**src/rtl/core/plc_pkg.sv**
```systemverilog
// ----------------------------------------------------------------------------
// plc_pkg: shared definitions for the piecewise linear curve core
// Widths, command and register codes, stage records, the segment width table
// and the one-bit restoring division step used by both divider pipelines.
// ----------------------------------------------------------------------------
package plc_pkg;

    localparam int MAX_POINTS = 16;
    localparam int IDX_W      = $clog2(MAX_POINTS);
    localparam int CNT_W      = 5;
    localparam int VAL_W      = 32;
    localparam int POS_W      = 16;
    localparam int W_W        = 10;               // segment width, up to 1000
    localparam int DIFF_W     = VAL_W + 1;
    localparam int PROD_W     = DIFF_W + POS_W;
    localparam int MAG_W      = PROD_W - 1;
    localparam int SUM_W      = PROD_W + 1;

    localparam int DIV_STEPS  = 4;                // quotient bits per stage
    localparam int SEG_STAGES = POS_W / DIV_STEPS;
    localparam int QUO_STAGES = MAG_W / DIV_STEPS;
    localparam int WRITE_LAT  = SEG_STAGES + 2;
    localparam int LATENCY    = SEG_STAGES + QUO_STAGES + 8;

    localparam int APB_AW     = 3;
    localparam int APB_DW     = 32;

    localparam logic REG_POINT_COUNT = 1'b0;      // word index of point_count
    localparam logic CMD_WRITE       = 1'b0;
    localparam logic CMD_EVAL        = 1'b1;

    typedef enum logic [1:0] {
        MODE_ZERO,
        MODE_DIRECT,
        MODE_INTERP
    } t_mode;

    typedef struct packed {
        logic             cmd;
        logic [IDX_W-1:0] idx;
        logic [VAL_W-1:0] value;
        logic [POS_W-1:0] pos;
    } t_front;

    typedef struct packed {
        t_mode            mode;
        logic [VAL_W-1:0] p0;
        logic             neg;
    } t_tail;

    // 1000 / (count - 1) for every usable point count
    function automatic logic [W_W-1:0] seg_width(input logic [CNT_W-1:0] qty);
        logic [W_W-1:0] w;
        case (qty)
            5'd2:    w = 10'd1000;
            5'd3:    w = 10'd500;
            5'd4:    w = 10'd333;
            5'd5:    w = 10'd250;
            5'd6:    w = 10'd200;
            5'd7:    w = 10'd166;
            5'd8:    w = 10'd142;
            5'd9:    w = 10'd125;
            5'd10:   w = 10'd111;
            5'd11:   w = 10'd100;
            5'd12:   w = 10'd90;
            5'd13:   w = 10'd83;
            5'd14:   w = 10'd76;
            5'd15:   w = 10'd71;
            5'd16:   w = 10'd66;
            default: w = 10'd1;
        endcase
        return w;
    endfunction

    // one restoring step: {quotient bit, new partial remainder}
    function automatic logic [W_W:0] div_step(input logic [W_W-1:0] rem,
                                              input logic           din,
                                              input logic [W_W-1:0] w);
        logic [W_W:0] t;
        logic [W_W:0] d;
        t = {rem, din};
        d = t - {1'b0, w};
        if (t >= {1'b0, w}) begin
            return {1'b1, d[W_W-1:0]};
        end
        return {1'b0, t[W_W-1:0]};
    endfunction

endpackage

```
**src/rtl/core/plc_ram.sv**
```systemverilog
// ----------------------------------------------------------------------------
// plc_ram: generic RAM, one write port, two registered read ports
// Read data shows the contents before a write at the same edge.
// ----------------------------------------------------------------------------
module plc_ram #(
    parameter int WIDTH = 32,
    parameter int DEPTH = 16
) (
    input  logic                     i_clk,
    input  logic                     i_we,
    input  logic [$clog2(DEPTH)-1:0] i_waddr,
    input  logic [WIDTH-1:0]         i_wdata,
    input  logic [$clog2(DEPTH)-1:0] i_raddr_a,
    input  logic [$clog2(DEPTH)-1:0] i_raddr_b,
    output logic [WIDTH-1:0]         o_rdata_a,
    output logic [WIDTH-1:0]         o_rdata_b
);

    logic [WIDTH-1:0] r_mem [DEPTH];
    logic [WIDTH-1:0] r_rdata_a;
    logic [WIDTH-1:0] r_rdata_b;

    always_ff @(posedge i_clk) begin
        if (i_we) begin
            r_mem[i_waddr] <= i_wdata;
        end
        r_rdata_a <= r_mem[i_raddr_a];
        r_rdata_b <= r_mem[i_raddr_b];
    end

    assign o_rdata_a = r_rdata_a;
    assign o_rdata_b = r_rdata_b;

endmodule

```
**src/rtl/core/piecewise_linear_curve_core.sv**
```systemverilog
// ----------------------------------------------------------------------------
// piecewise_linear_curve_core: evaluate a curve of evenly spaced points
// Up to 16 points over a span of 0 to 1000; linear interpolation between them.
// ----------------------------------------------------------------------------
// The core takes one item per clock and never asserts busy. A write item
// (cmd 0) stores a point and gives no result; an evaluate item (cmd 1) gives
// exactly one result, strobed on o_valid for one cycle, in the order the
// items came in. There is no way to hold a result off, so capture it when
// o_valid is high. The pipeline holds two divider pipelines, each retiring 4
// quotient bits per stage: 4 stages for position / segment width, 12 stages
// for the 48-bit product magnitude / width; the intake, table access, read,
// difference, multiply, magnitude, sign and saturation stages add eight
// more. Writes land in the point table at the same stage where evaluations
// read it, so every evaluation sees exactly the writes taken before it.
// Points read back only after they were written; change point_count only
// when no item is in flight.
// ----------------------------------------------------------------------------
module piecewise_linear_curve_core (
    input  logic                         i_clk,
    input  logic                         i_rst_n,
    // configuration
    input  logic                         psel,
    input  logic                         penable,
    input  logic                         pwrite,
    input  logic [plc_pkg::APB_AW-1:0]   paddr,
    input  logic [plc_pkg::APB_DW-1:0]   pwdata,
    output logic [plc_pkg::APB_DW-1:0]   prdata,
    output logic                         pready,
    // items
    input  logic                         start,
    output logic                         busy,
    input  logic                         i_cmd,
    input  logic [plc_pkg::IDX_W-1:0]    i_entry_index,
    input  logic signed [plc_pkg::VAL_W-1:0] i_entry_value,
    input  logic signed [plc_pkg::POS_W-1:0] i_position,
    // results
    output logic                         o_valid,
    output logic signed [plc_pkg::VAL_W-1:0] o_curve_value
);

    import plc_pkg::*;

    // ------------------------------------------------------------------
    // Configuration register and derived segment geometry
    // ------------------------------------------------------------------
    logic [CNT_W-1:0] r_point_count;
    logic             cfg_wr;
    logic [CNT_W-1:0] qty;
    logic [CNT_W-1:0] last_idx;
    logic [W_W-1:0]   seg_w;

    assign pready = 1'b1;
    assign cfg_wr = psel && penable && pwrite && pready &&
                    (paddr[APB_AW-1] == REG_POINT_COUNT);
    assign prdata = (paddr[APB_AW-1] == REG_POINT_COUNT) ?
                    {{(APB_DW-CNT_W){1'b0}}, r_point_count} : '0;

    always_ff @(posedge i_clk) begin
        if (!i_rst_n) begin
            r_point_count <= '0;
        end else if (cfg_wr) begin
            r_point_count <= pwdata[CNT_W-1:0];
        end
    end

    // a count above the table size uses the whole table
    assign qty      = (r_point_count > CNT_W'(MAX_POINTS)) ? CNT_W'(MAX_POINTS)
                                                           : r_point_count;
    assign last_idx = qty - 1'b1;
    assign seg_w    = seg_width(qty);

    // ------------------------------------------------------------------
    // Intake: every cycle is open for a new item
    // ------------------------------------------------------------------
    logic   accept;
    logic   r_s1_vld;
    t_front r_s1;

    assign busy   = 1'b0;
    assign accept = start && !busy;

    always_ff @(posedge i_clk) begin
        if (!i_rst_n) begin
            r_s1_vld <= 1'b0;
        end else begin
            r_s1_vld <= accept;
        end
    end

    always_ff @(posedge i_clk) begin
        r_s1 <= '{cmd: i_cmd, idx: i_entry_index, value: i_entry_value,
                  pos: i_position};
    end

    // ------------------------------------------------------------------
    // Segment divider: position / segment width, 4 bits per stage.
    // A negative position divides as zero; it clamps to the first segment.
    // ------------------------------------------------------------------
    logic [SEG_STAGES-1:0] r_sd_vld;
    t_front                r_sd_item [SEG_STAGES];
    logic [W_W-1:0]        r_sd_rem  [SEG_STAGES];
    logic [POS_W-1:0]      r_sd_dq   [SEG_STAGES];

    for (genvar k = 0; k < SEG_STAGES; k++) begin : g_sd
        logic           vld_in;
        t_front         item_in;
        logic [W_W-1:0] rem_in;
        logic [POS_W-1:0] dq_in;
        logic [W_W-1:0] n_rem;
        logic [POS_W-1:0] n_dq;
        logic [W_W:0]   st;

        if (k == 0) begin : g_first
            assign vld_in  = r_s1_vld;
            assign item_in = r_s1;
            assign rem_in  = '0;
            assign dq_in   = r_s1.pos[POS_W-1] ? '0 : r_s1.pos;
        end else begin : g_next
            assign vld_in  = r_sd_vld[k-1];
            assign item_in = r_sd_item[k-1];
            assign rem_in  = r_sd_rem[k-1];
            assign dq_in   = r_sd_dq[k-1];
        end

        always_comb begin
            n_rem = rem_in;
            n_dq  = dq_in;
            st    = '0;
            for (int j = 0; j < DIV_STEPS; j++) begin
                st    = div_step(n_rem, n_dq[POS_W-1], seg_w);
                n_rem = st[W_W-1:0];
                n_dq  = {n_dq[POS_W-2:0], st[W_W]};
            end
        end

        always_ff @(posedge i_clk) begin
            if (!i_rst_n) begin
                r_sd_vld[k] <= 1'b0;
            end else begin
                r_sd_vld[k] <= vld_in;
            end
        end

        always_ff @(posedge i_clk) begin
            r_sd_item[k] <= item_in;
            r_sd_rem[k]  <= n_rem;
            r_sd_dq[k]   <= n_dq;
        end
    end

    // ------------------------------------------------------------------
    // Table access stage: pick the mode and the points to read, or write
    // ------------------------------------------------------------------
    t_front           m_item;
    logic [POS_W-1:0] seg_q;
    logic [W_W-1:0]   seg_r;
    t_mode            n_m_mode;
    logic [IDX_W-1:0] n_m_a0;
    logic [IDX_W-1:0] n_m_a1;
    logic [POS_W-1:0] n_m_rem;

    assign m_item = r_sd_item[SEG_STAGES-1];
    assign seg_q  = r_sd_dq[SEG_STAGES-1];
    assign seg_r  = r_sd_rem[SEG_STAGES-1];

    always_comb begin
        n_m_mode = MODE_INTERP;
        n_m_a0   = seg_q[IDX_W-1:0];
        n_m_a1   = seg_q[IDX_W-1:0] + 1'b1;
        if (qty == '0) begin
            n_m_mode = MODE_ZERO;
        end else if (qty == CNT_W'(1)) begin
            // a single point is the whole curve
            n_m_mode = MODE_DIRECT;
            n_m_a0   = '0;
        end else if (seg_q >= POS_W'(last_idx)) begin
            // at or past the last point: hold the last point
            n_m_mode = MODE_DIRECT;
            n_m_a0   = last_idx[IDX_W-1:0];
        end
        // below the span the offset is the position itself (extrapolate)
        n_m_rem = m_item.pos[POS_W-1] ? m_item.pos : {{(POS_W-W_W){1'b0}}, seg_r};
    end

    logic             r_m_vld;
    logic             r_m_cmd;
    logic [IDX_W-1:0] r_m_idx;
    logic [VAL_W-1:0] r_m_value;
    t_mode            r_m_mode;
    logic [POS_W-1:0] r_m_rem;
    logic [IDX_W-1:0] r_m_a0;
    logic [IDX_W-1:0] r_m_a1;

    always_ff @(posedge i_clk) begin
        r_m_cmd   <= m_item.cmd;
        r_m_idx   <= m_item.idx;
        r_m_value <= m_item.value;
        r_m_mode  <= n_m_mode;
        r_m_rem   <= n_m_rem;
        r_m_a0    <= n_m_a0;
        r_m_a1    <= n_m_a1;
    end

    logic             ram_we;
    logic [VAL_W-1:0] ram_p0;
    logic [VAL_W-1:0] ram_p1;

    assign ram_we = r_m_vld && (r_m_cmd == CMD_WRITE);

    plc_ram #(
        .WIDTH (VAL_W),
        .DEPTH (MAX_POINTS)
    ) u_points (
        .i_clk     (i_clk),
        .i_we      (ram_we),
        .i_waddr   (r_m_idx),
        .i_wdata   (r_m_value),
        .i_raddr_a (r_m_a0),
        .i_raddr_b (r_m_a1),
        .o_rdata_a (ram_p0),
        .o_rdata_b (ram_p1)
    );

    // ------------------------------------------------------------------
    // Read, difference, multiply and magnitude stages
    // ------------------------------------------------------------------
    logic                     r_r_vld;
    t_mode                    r_r_mode;
    logic signed [POS_W-1:0]  r_r_rem;

    logic                     r_x_vld;
    t_mode                    r_x_mode;
    logic signed [POS_W-1:0]  r_x_rem;
    logic [VAL_W-1:0]         r_x_p0;
    logic signed [DIFF_W-1:0] r_x_diff;

    logic                     r_p_vld;
    t_mode                    r_p_mode;
    logic [VAL_W-1:0]         r_p_p0;
    logic signed [PROD_W-1:0] r_p_prod;

    logic signed [PROD_W-1:0] abs_prod;
    logic                     r_a_vld;
    t_tail                    r_a;
    logic [MAG_W-1:0]         r_a_mag;

    assign abs_prod = r_p_prod[PROD_W-1] ? -r_p_prod : r_p_prod;

    always_ff @(posedge i_clk) begin
        r_r_mode <= r_m_mode;
        r_r_rem  <= r_m_rem;

        r_x_mode <= r_r_mode;
        r_x_rem  <= r_r_rem;
        r_x_p0   <= ram_p0;
        r_x_diff <= $signed({ram_p1[VAL_W-1], ram_p1}) - $signed({ram_p0[VAL_W-1], ram_p0});

        r_p_mode <= r_x_mode;
        r_p_p0   <= r_x_p0;
        r_p_prod <= r_x_diff * r_x_rem;

        r_a      <= '{mode: r_p_mode, p0: r_p_p0, neg: r_p_prod[PROD_W-1]};
        r_a_mag  <= abs_prod[MAG_W-1:0];
    end

    // ------------------------------------------------------------------
    // Quotient divider: |diff * offset| / segment width, 4 bits per stage.
    // Dividing the magnitude and restoring the sign truncates toward zero.
    // ------------------------------------------------------------------
    logic [QUO_STAGES-1:0] r_qd_vld;
    t_tail                 r_qd_side [QUO_STAGES];
    logic [W_W-1:0]        r_qd_rem  [QUO_STAGES];
    logic [MAG_W-1:0]      r_qd_dq   [QUO_STAGES];

    for (genvar k = 0; k < QUO_STAGES; k++) begin : g_qd
        logic             vld_in;
        t_tail            side_in;
        logic [W_W-1:0]   rem_in;
        logic [MAG_W-1:0] dq_in;
        logic [W_W-1:0]   n_rem;
        logic [MAG_W-1:0] n_dq;
        logic [W_W:0]     st;

        if (k == 0) begin : g_first
            assign vld_in  = r_a_vld;
            assign side_in = r_a;
            assign rem_in  = '0;
            assign dq_in   = r_a_mag;
        end else begin : g_next
            assign vld_in  = r_qd_vld[k-1];
            assign side_in = r_qd_side[k-1];
            assign rem_in  = r_qd_rem[k-1];
            assign dq_in   = r_qd_dq[k-1];
        end

        always_comb begin
            n_rem = rem_in;
            n_dq  = dq_in;
            st    = '0;
            for (int j = 0; j < DIV_STEPS; j++) begin
                st    = div_step(n_rem, n_dq[MAG_W-1], seg_w);
                n_rem = st[W_W-1:0];
                n_dq  = {n_dq[MAG_W-2:0], st[W_W]};
            end
        end

        always_ff @(posedge i_clk) begin
            if (!i_rst_n) begin
                r_qd_vld[k] <= 1'b0;
            end else begin
                r_qd_vld[k] <= vld_in;
            end
        end

        always_ff @(posedge i_clk) begin
            r_qd_side[k] <= side_in;
            r_qd_rem[k]  <= n_rem;
            r_qd_dq[k]   <= n_dq;
        end
    end

    // ------------------------------------------------------------------
    // Sign restore, then add the start point, saturate and select
    // ------------------------------------------------------------------
    t_tail             f_side;
    logic [PROD_W-1:0] quo_ext;
    logic              r_f_vld;
    t_tail             r_f_side;
    logic [PROD_W-1:0] r_f_q;

    assign f_side  = r_qd_side[QUO_STAGES-1];
    assign quo_ext = {1'b0, r_qd_dq[QUO_STAGES-1]};

    always_ff @(posedge i_clk) begin
        r_f_side <= f_side;
        r_f_q    <= f_side.neg ? -quo_ext : quo_ext;
    end

    logic [SUM_W-1:0] sum;
    logic [VAL_W-1:0] sat_sum;
    logic [VAL_W-1:0] n_o_value;
    logic             r_o_vld;
    logic [VAL_W-1:0] r_o_value;

    assign sum = {{(SUM_W-VAL_W){r_f_side.p0[VAL_W-1]}}, r_f_side.p0} +
                 {r_f_q[PROD_W-1], r_f_q};

    always_comb begin
        sat_sum = sum[VAL_W-1:0];
        if (!sum[SUM_W-1] && (|sum[SUM_W-2:VAL_W-1])) begin
            sat_sum = {1'b0, {(VAL_W-1){1'b1}}};
        end else if (sum[SUM_W-1] && !(&sum[SUM_W-2:VAL_W-1])) begin
            sat_sum = {1'b1, {(VAL_W-1){1'b0}}};
        end
        case (r_f_side.mode)
            MODE_ZERO:   n_o_value = '0;
            MODE_DIRECT: n_o_value = r_f_side.p0;
            MODE_INTERP: n_o_value = sat_sum;
            default:     n_o_value = '0;
        endcase
    end

    always_ff @(posedge i_clk) begin
        r_o_value <= n_o_value;
    end

    // valid bits of the fixed stages; write items drop after the table stage
    always_ff @(posedge i_clk) begin
        if (!i_rst_n) begin
            r_m_vld <= 1'b0;
            r_r_vld <= 1'b0;
            r_x_vld <= 1'b0;
            r_p_vld <= 1'b0;
            r_a_vld <= 1'b0;
            r_f_vld <= 1'b0;
            r_o_vld <= 1'b0;
        end else begin
            r_m_vld <= r_sd_vld[SEG_STAGES-1];
            r_r_vld <= r_m_vld && (r_m_cmd == CMD_EVAL);
            r_x_vld <= r_r_vld;
            r_p_vld <= r_x_vld;
            r_a_vld <= r_p_vld;
            r_f_vld <= r_qd_vld[QUO_STAGES-1];
            r_o_vld <= r_f_vld;
        end
    end

    assign o_valid       = r_o_vld;
    assign o_curve_value = r_o_value;

    // ------------------------------------------------------------------
    // Assertions
    // ------------------------------------------------------------------
    a_eval_gives_result: assert property (@(posedge i_clk) disable iff (!i_rst_n)
        (start && !busy && (i_cmd == CMD_EVAL)) |-> ##LATENCY o_valid)
        else $error("evaluate item lost in the pipeline");

    a_result_has_eval: assert property (@(posedge i_clk) disable iff (!i_rst_n)
        o_valid |-> $past(start && !busy && (i_cmd == CMD_EVAL), LATENCY))
        else $error("result without a matching evaluate item");

    a_write_has_item: assert property (@(posedge i_clk) disable iff (!i_rst_n)
        ram_we |-> $past(start && !busy && (i_cmd == CMD_WRITE), WRITE_LAT))
        else $error("table write without a matching write item");

endmodule
```
**config.mk**
```make
export PLATFORM = sky130hd
export DESIGN_NAME = piecewise_linear_curve_core
export DESIGN_NICKNAME = d
export VERILOG_FILES = /design/src/rtl/core/plc_pkg.sv /design/src/rtl/core/plc_ram.sv /design/src/rtl/core/piecewise_linear_curve_core.sv
export SDC_FILE = /design/constraint.sdc
export NUM_CORES = 2
export LEC_CHECK = 0
export BUFFER_PORTS_ARGS = -buffer_cell sky130_fd_sc_hd__buf_2
export CAP_MARGIN = 25
export CORE_ASPECT_RATIO = 1.2
export CORE_MARGIN = 10
export CORE_UTILIZATION = 50
export DETAILED_ROUTE_END_ITERATION = 10
export GPL_TIMING_DRIVEN = 1
export PLACE_DENSITY = 0.66
export SYNTH_ARGS = -nofsm -noshare
export SYNTH_HDL_FRONTEND = slang
export SYNTH_SLANG_ARGS = --single-unit
```
**constraint.sdc**
```tcl
create_clock -name i_clk -period 23.3 [get_ports i_clk]
set_clock_uncertainty 0.15 [all_clocks]
set_input_delay 3.495 -clock i_clk [delete_from_list [all_inputs] [get_ports i_clk]]
set_output_delay 3.495 -clock i_clk [all_outputs]
set_load 0.02 [all_outputs]
```
# [Yosys cells after proc, flatten, opt, wreduce, memory -nomap -nowiden]
# Memory sizes are Yosys's and may differ from the RTL's. A register that Yosys moved wholly into a read port is not among the register bits.
# Cells that the tools add are included.
[op_classes] bitwise=2 reduce_logical=13 eq_ne=3 add_sub_neg=70 magnitude_cmp=66 mul=1 n_mux=208
[ops] op="$mux 11" count=128
[ops] op="$ge 11x10->1" count=62
[ops] op="$sub 10x10->10" count=62
[ops] op="$mux 48" count=2
[ops] op="$mux 1" count=67
[ops] op="$mux 32" count=2
[ops] op="$pmux 32 s2" count=1
[ops] op="$add 32x49->50" count=1
[ops] op="$mul 33x16->49" count=1
[ops] op="$neg 48->49" count=1
[ops] op="$neg 48->48" count=1
[ops] op="$sub 32x32->33" count=1
[ops] op="$reduce_and 18->1" count=1
[ops] op="$reduce_or 18->1" count=1
[ops] op="$ge 16x5->1" count=1
[ops] op="$mux 16" count=1
[ops] op="$mux 15" count=1
[ops] op="$mux 4" count=3
[ops] op="$ge 1x10->1" count=1
[ops] op="$ge 1x10->1 const A" count=1
[ops] op="$mux 5" count=2
[ops] op="$sub 1x10->10" count=1
[ops] op="$sub 1x10->10 const A" count=1
[ops] op="$logic_and 1x1->1" count=7
[ops] op="11 further kinds" count=13
[totals] in_bits=94 ram_bits=1944 reg_bits=527 out_inout_bits=67 elab_cells=427 rom_bits=320 memories=8
[memory_table] name="r_qd_dq" depth=12 width=48 rd=12 rd_clocked_by_memory_dff=0 wr=12 line_no="piecewise_linear_curve_core.sv:273" rtl="logic [MAG_W-1:0] r_qd_dq [QUO_STAGES];"
[memory_table] name="u_points.r_mem" depth=16 width=32 rd=2 rd_clocked_by_memory_dff=2 wr=1 line_no="plc_ram.sv:19" rtl="logic [WIDTH-1:0] r_mem [DEPTH];"
[memory_table] name="r_qd_side" depth=12 width=35 rd=12 rd_clocked_by_memory_dff=0 wr=12 line_no="piecewise_linear_curve_core.sv:271" rtl="t_tail r_qd_side [QUO_STAGES];"
[memory_table] name="(name not given)" depth=32 width=10 rd=1 rd_clocked_by_memory_dff=0 wr=0 line_no="plc_pkg.sv:54" rtl="case (qty)"
[memory_table] name="r_sd_item" depth=4 width=53 rd=4 rd_clocked_by_memory_dff=0 wr=4 line_no="piecewise_linear_curve_core.sv:100" rtl="t_front r_sd_item [SEG_STAGES];"
[memory_table] name="r_qd_rem" depth=12 width=10 rd=11 rd_clocked_by_memory_dff=0 wr=12 line_no="piecewise_linear_curve_core.sv:272" rtl="logic [W_W-1:0] r_qd_rem [QUO_STAGES];"
[memory_table] name="+2 memories"

# [Logic depth before layout (Yosys ltp)]
# An unclocked memory read counts as a cell.
[logic_depth] word_depth=15 depth_mapped=59 mapped_depth_nobuf=56

# [By module]
# From an unflattened synthesis, not the netlist that was laid out.
[hier_totals] cells_unflattened=10805 hier_area_um2=121361.4
[modules_own_cells] mod="piecewise_linear_curve_core" n_inst=1 cells_each=9664 seq_area_each_um2=39017.4 area_per_inst_um2=97173.2
[modules_own_cells] mod="plc_ram" n_inst=1 cells_each=1141 seq_area_each_um2=16656.0 area_per_inst_um2=24188.2

# [Least setup slack after synthesis]
# OpenSTA, ideal clock, no wires.
[synth_timing] path_kind="reg-to-reg" startpoint="register r_point_count[3]" endpoint="memory r_qd_rem[5][3]" stages_incl_launch_ff=52 path_slack_ns=7.188 arrival_time_ns=15.827 required_ns=23.015 synth_period_minus_slack_ns=16.112 path_buffers=7 setup_time_ns=0.135 path_cell_list="dfxtp_1 -> clkbuf_1 -> buf_2 -> mux2i_1 -> a211oi_1 -> a21o_1 -> clkbuf_1 -> inv_1 -> ha_1 -> nor2b_1 -> o21ai_0 -> a21boi_0 -> o21ai_0 -> a211oi_1 -> o21ai_1 -> nand2_1 -> clkbuf_1 -> a21oi_1 -> [16 not listed] -> a21oi_1 -> nor4b_1 -> mux2i_1 -> clkbuf_1 -> mux2_2 -> ha_1 -> o21ai_0 -> nand2b_1 -> a21o_1 -> a21o_1 -> a31o_2 -> a21o_1 -> a21o_1 -> a211oi_1 -> clkbuf_1 -> o21a_1 -> clkbuf_1 -> o221ai_1"
[synth_rtl] element="from (decl)" line_no="piecewise_linear_curve_core.sv:46" rtl="logic [CNT_W-1:0] r_point_count;"
[synth_rtl] element="from (signal assigned)" line_no="piecewise_linear_curve_core.sv:62" rtl="r_point_count <= pwdata[CNT_W-1:0];"
[synth_rtl] element="to (decl)" line_no="piecewise_linear_curve_core.sv:272"

==> run_results.csv <==
group,metric,value,unit
cells_and_area,area_growth,10.6,%
die,die_area,0.263,sq mm
setup_path,critPathLaunchType,"flop",
synth,yosysSeqAreaShare,0.459,
run,max-cap-violations,0,
sta,worstMarginPinSlew,1.08,ns
worst_hold_path,min_path_type,"flop to flop",
grt,grt_pass1_wl,452,mm
synth,syn_inst,10617,
grt,antenna_found_initial,11,
setup_path,cp-end-kind,"flop",
cells_and_area,drive_gt1_frac,0.116,
grt,grt_pass1_vias,82654,
setup_path,slowest_delay,0.89,ns
setup_path,worstSetupStartpoint,"r_point_count[4]",
synth,synth_ff_type,"dfxtp_1",
route,drc,0,
sta,period_needed,14.84,ns
die,num_rows,198,
clock_network,cts_buffer_depth,4,
sta,slew_violations,0,
synth,synth_edf_count,512,
route,num_vias,78984,
place,gp_congestion,0.896,
route,wire_per_inst,20.2,microns
setup_path,cp_max_fo,17,
place,port_buffers,102,
die,die_w,470,microns
setup_path,timing.rr.start,"r_point_count[4]",
grt,overflow,0,
place,pre_cts_ws,8.35,ns
synth,synth_adder_area_share,0.179,
cells_and_area,fillers,20010,
die,pin_count,161,
synth,synth-xor-area-share,0.0424,
synth,syn_avg_cell_area,11.4,sq um
route,routed_wl,288,mm
synth,ys_ff_latch,2525,
sta,max_slew_margin,0.271,
grt,grtUsageTotal,0.214,
route,ant_nets,0,
route,drtIter0Drc,5128,
clock_network,htree_levels,4,
synth,synth_top_family_by_area,"adder cells",
clock_network,cts_resized,0,
place,placed_cells,13768,
worst_hold_path,hp-start,"r_sd_item[2][30]",
die,core_area,0.242,sq mm
clock_network,cts_num_sinks,2525,
setup_path,critPathSlowestCell,"a2111oi_2",
sta,hold_violations,0,
clock_network,cts.clk_slew.worst_paths,0.06,ns
sta,period_share,0.637,
setup_path,critical_path_class,"flop to flop",
clock_network,holdBufCountCts,0,
die,start_util,0.501,
setup_path,cpMostUsedCell,"o21ai_0",
setup_path,cp.required,23.91,ns
cells_and_area,stdcell_count,14224,
synth,synth_simple_gate_area_share,0.0928,
synth,synth_compound_area_frac,0.0963,
synth,yosysWarnings,0,
outcome,status,"finished clean",
route,drtPass1Iterations,7,
sta,setup_viol,0,
clock_network,clk_latency,0.93,ns
route,vias_per_cell,5.55,
setup_path,cp.arrival,15.45,ns
sta,rsz0062_at_grt,"false",
cells_and_area,final_nets,12310,
synth,ys_types,87,
clock_network,cts_tree,"yes",
synth,syn_area,0.121,sq mm
synth,muxShareOfSynthArea,0.0880,
sta,fin_setup_tns,0,ns
grt,grt_max_degree,62,
clock_network,clockRootBuffer,"clkbuf_16",
clock_network,cts_setup_buffers,0,
clock_network,cts_buffers,240,
cells_and_area,final_core_util,0.554,
die,die_h,560,microns
sta,fin_ws,8.46,ns
synth,ys_async_sr_fraction,0,
place,dp_hpwl,206,mm
sta,fmax,67.4,MHz
cells by family (layout without fill, tap and decap cells):
family                   Yosys count  count (layout)
AO/OA/AOI/OAI                   1815            1815
buffers and inverters           1342            1707
adder cells (fa/ha/maj)         1400            1400
multiplexers                     638             638
flip-flops                      2525            2525
AND/OR/NAND/NOR                 2308            2308
other                              2              44
XOR/XNOR                         587             587
path summary, 6_finish.rpt:
path	end	slack [ns]	cells past startpoint
worst max register to register	r_qd_rem[4][9]	8.46	48
worst min-delay path	r_sd_item[3][30]	0.1	0
worst min register to register	r_sd_item[3][30]	0.1	0
worst max-delay path	r_qd_rem[4][9]	8.46	48
per-layer routing:
metal	track usage	up-vias	wire, microns
li1	-	37245	-
met1	0.247	38805	113000
met2	0.387	2145	146000
met3	0.0268	785	12600
met4	0.109	4	16100
met5	0	-	29
worst max-delay path: cells and delay by family (launching register included):
kind / cells / cell delay [ns]
buffers and inverters: 4 / 1.43
multiplexers: 3 / 1.35
AO/OA/AOI/OAI: 26 / 6.79
adder cells (fa/ha/maj): 5 / 1.77
flip-flops: 1 / 0.70
AND/OR/NAND/NOR: 10 / 2.46
cell usage in the layout, fill, tap and decap left out, types with 40 or more instances in the layout:
cell type,netlist,final
a211oi_1,44,43
a21boi_0,64,64
a21o_1,240,236
a21oi_1,489,489
and2_1,220,220
buf_2,8,105
buf_4,29,100
clkbuf_1,220,44
clkbuf_16,0,249
dfxtp_1,2013,1993
edfxtp_1,512,512
fa_1,563,563
ha_1,837,837
inv_1,1050,1050
mux2_2,230,230
mux2i_1,88,87
mux4_2,320,320
nand2_1,797,795
nand2b_1,148,148
nand3_1,71,71
nand4_1,129,129
nor2_1,451,439
nor2b_1,176,174
nor3_1,116,111
o21a_1,64,64
o21ai_0,453,453
o21bai_1,40,40
o221ai_1,50,50
o31ai_1,46,46
or3_1,47,46
xnor2_1,424,424
xor2_1,163,163
flip-flops by register name, summed over array words and instances, names as in the netlist, 33 cells and up:
signal / count
g_sd.item_in: 53
g_qd.dq_in: 48
r_f_side: 34
r_f_q: 49
g_qd.side_in: 35
r_x_diff: 33
u_points.r_mem: 512
r_sd_dq: 64
r_p_prod: 49
r_qd_rem: 110
r_qd_dq: 576
r_sd_rem: 40
r_sd_item: 212
r_qd_side: 420
metrics by stage:
step                hold WS (ns)  cell area (sq um)
finish                    0.0971             134000
global route               0.122             134000
CTS                        0.105             134000
detailed placement         0.162             126000
global placement           0.160             126000
floorplan                  0.160             121000
final cells by class:
cell class	count	area (sq um)	area share
Inverter	1055	3960	0.0295
Antenna cell	11	27.5	0.000205
Tap cell	3200	4000	0.0298
Timing Repair Buffer	213	1410	0.0105
Clock inverter	110	1310	0.00974
Multi-Input combinational cell	6781	60800	0.454
Sequential cell	2525	55700	0.415
Clock buffer	329	6890	0.0514
synth_stat cells, types with 30 or more instances:
cell,n,area [sq um]
mux4_2,320,7210
xnor2_1,424,3710
a21boi_0,64,480
and3_1,36,225
or3_1,47,294
nand2b_1,148,926
a221o_1,39,390
o21ai_0,453,2270
o31ai_1,46,345
inv_1,1050,3940
mux2i_1,88,881
a211oi_1,44,330
xor2_1,163,1430
ha_1,837,10500
o21a_1,64,480
o221ai_1,50,438
nand2_1,797,2990
a21oi_1,489,2450
fa_1,563,11300
nor3_1,116,581
mux2_2,230,2590
nand4_1,129,807
nand3_1,71,355
a31oi_1,33,206
a221oi_1,34,298
and2_1,220,1380
nor2_1,451,1690
o21bai_1,40,300
clkbuf_1,220,826
edfxtp_1,512,15400
dfxtp_1,2013,40300
a21o_1,240,1800
nor2b_1,176,1100
buf_1,30,113
Power is not shown: default switching activity piles up to over one toggle a cycle in this logic, so the estimate is an artifact.
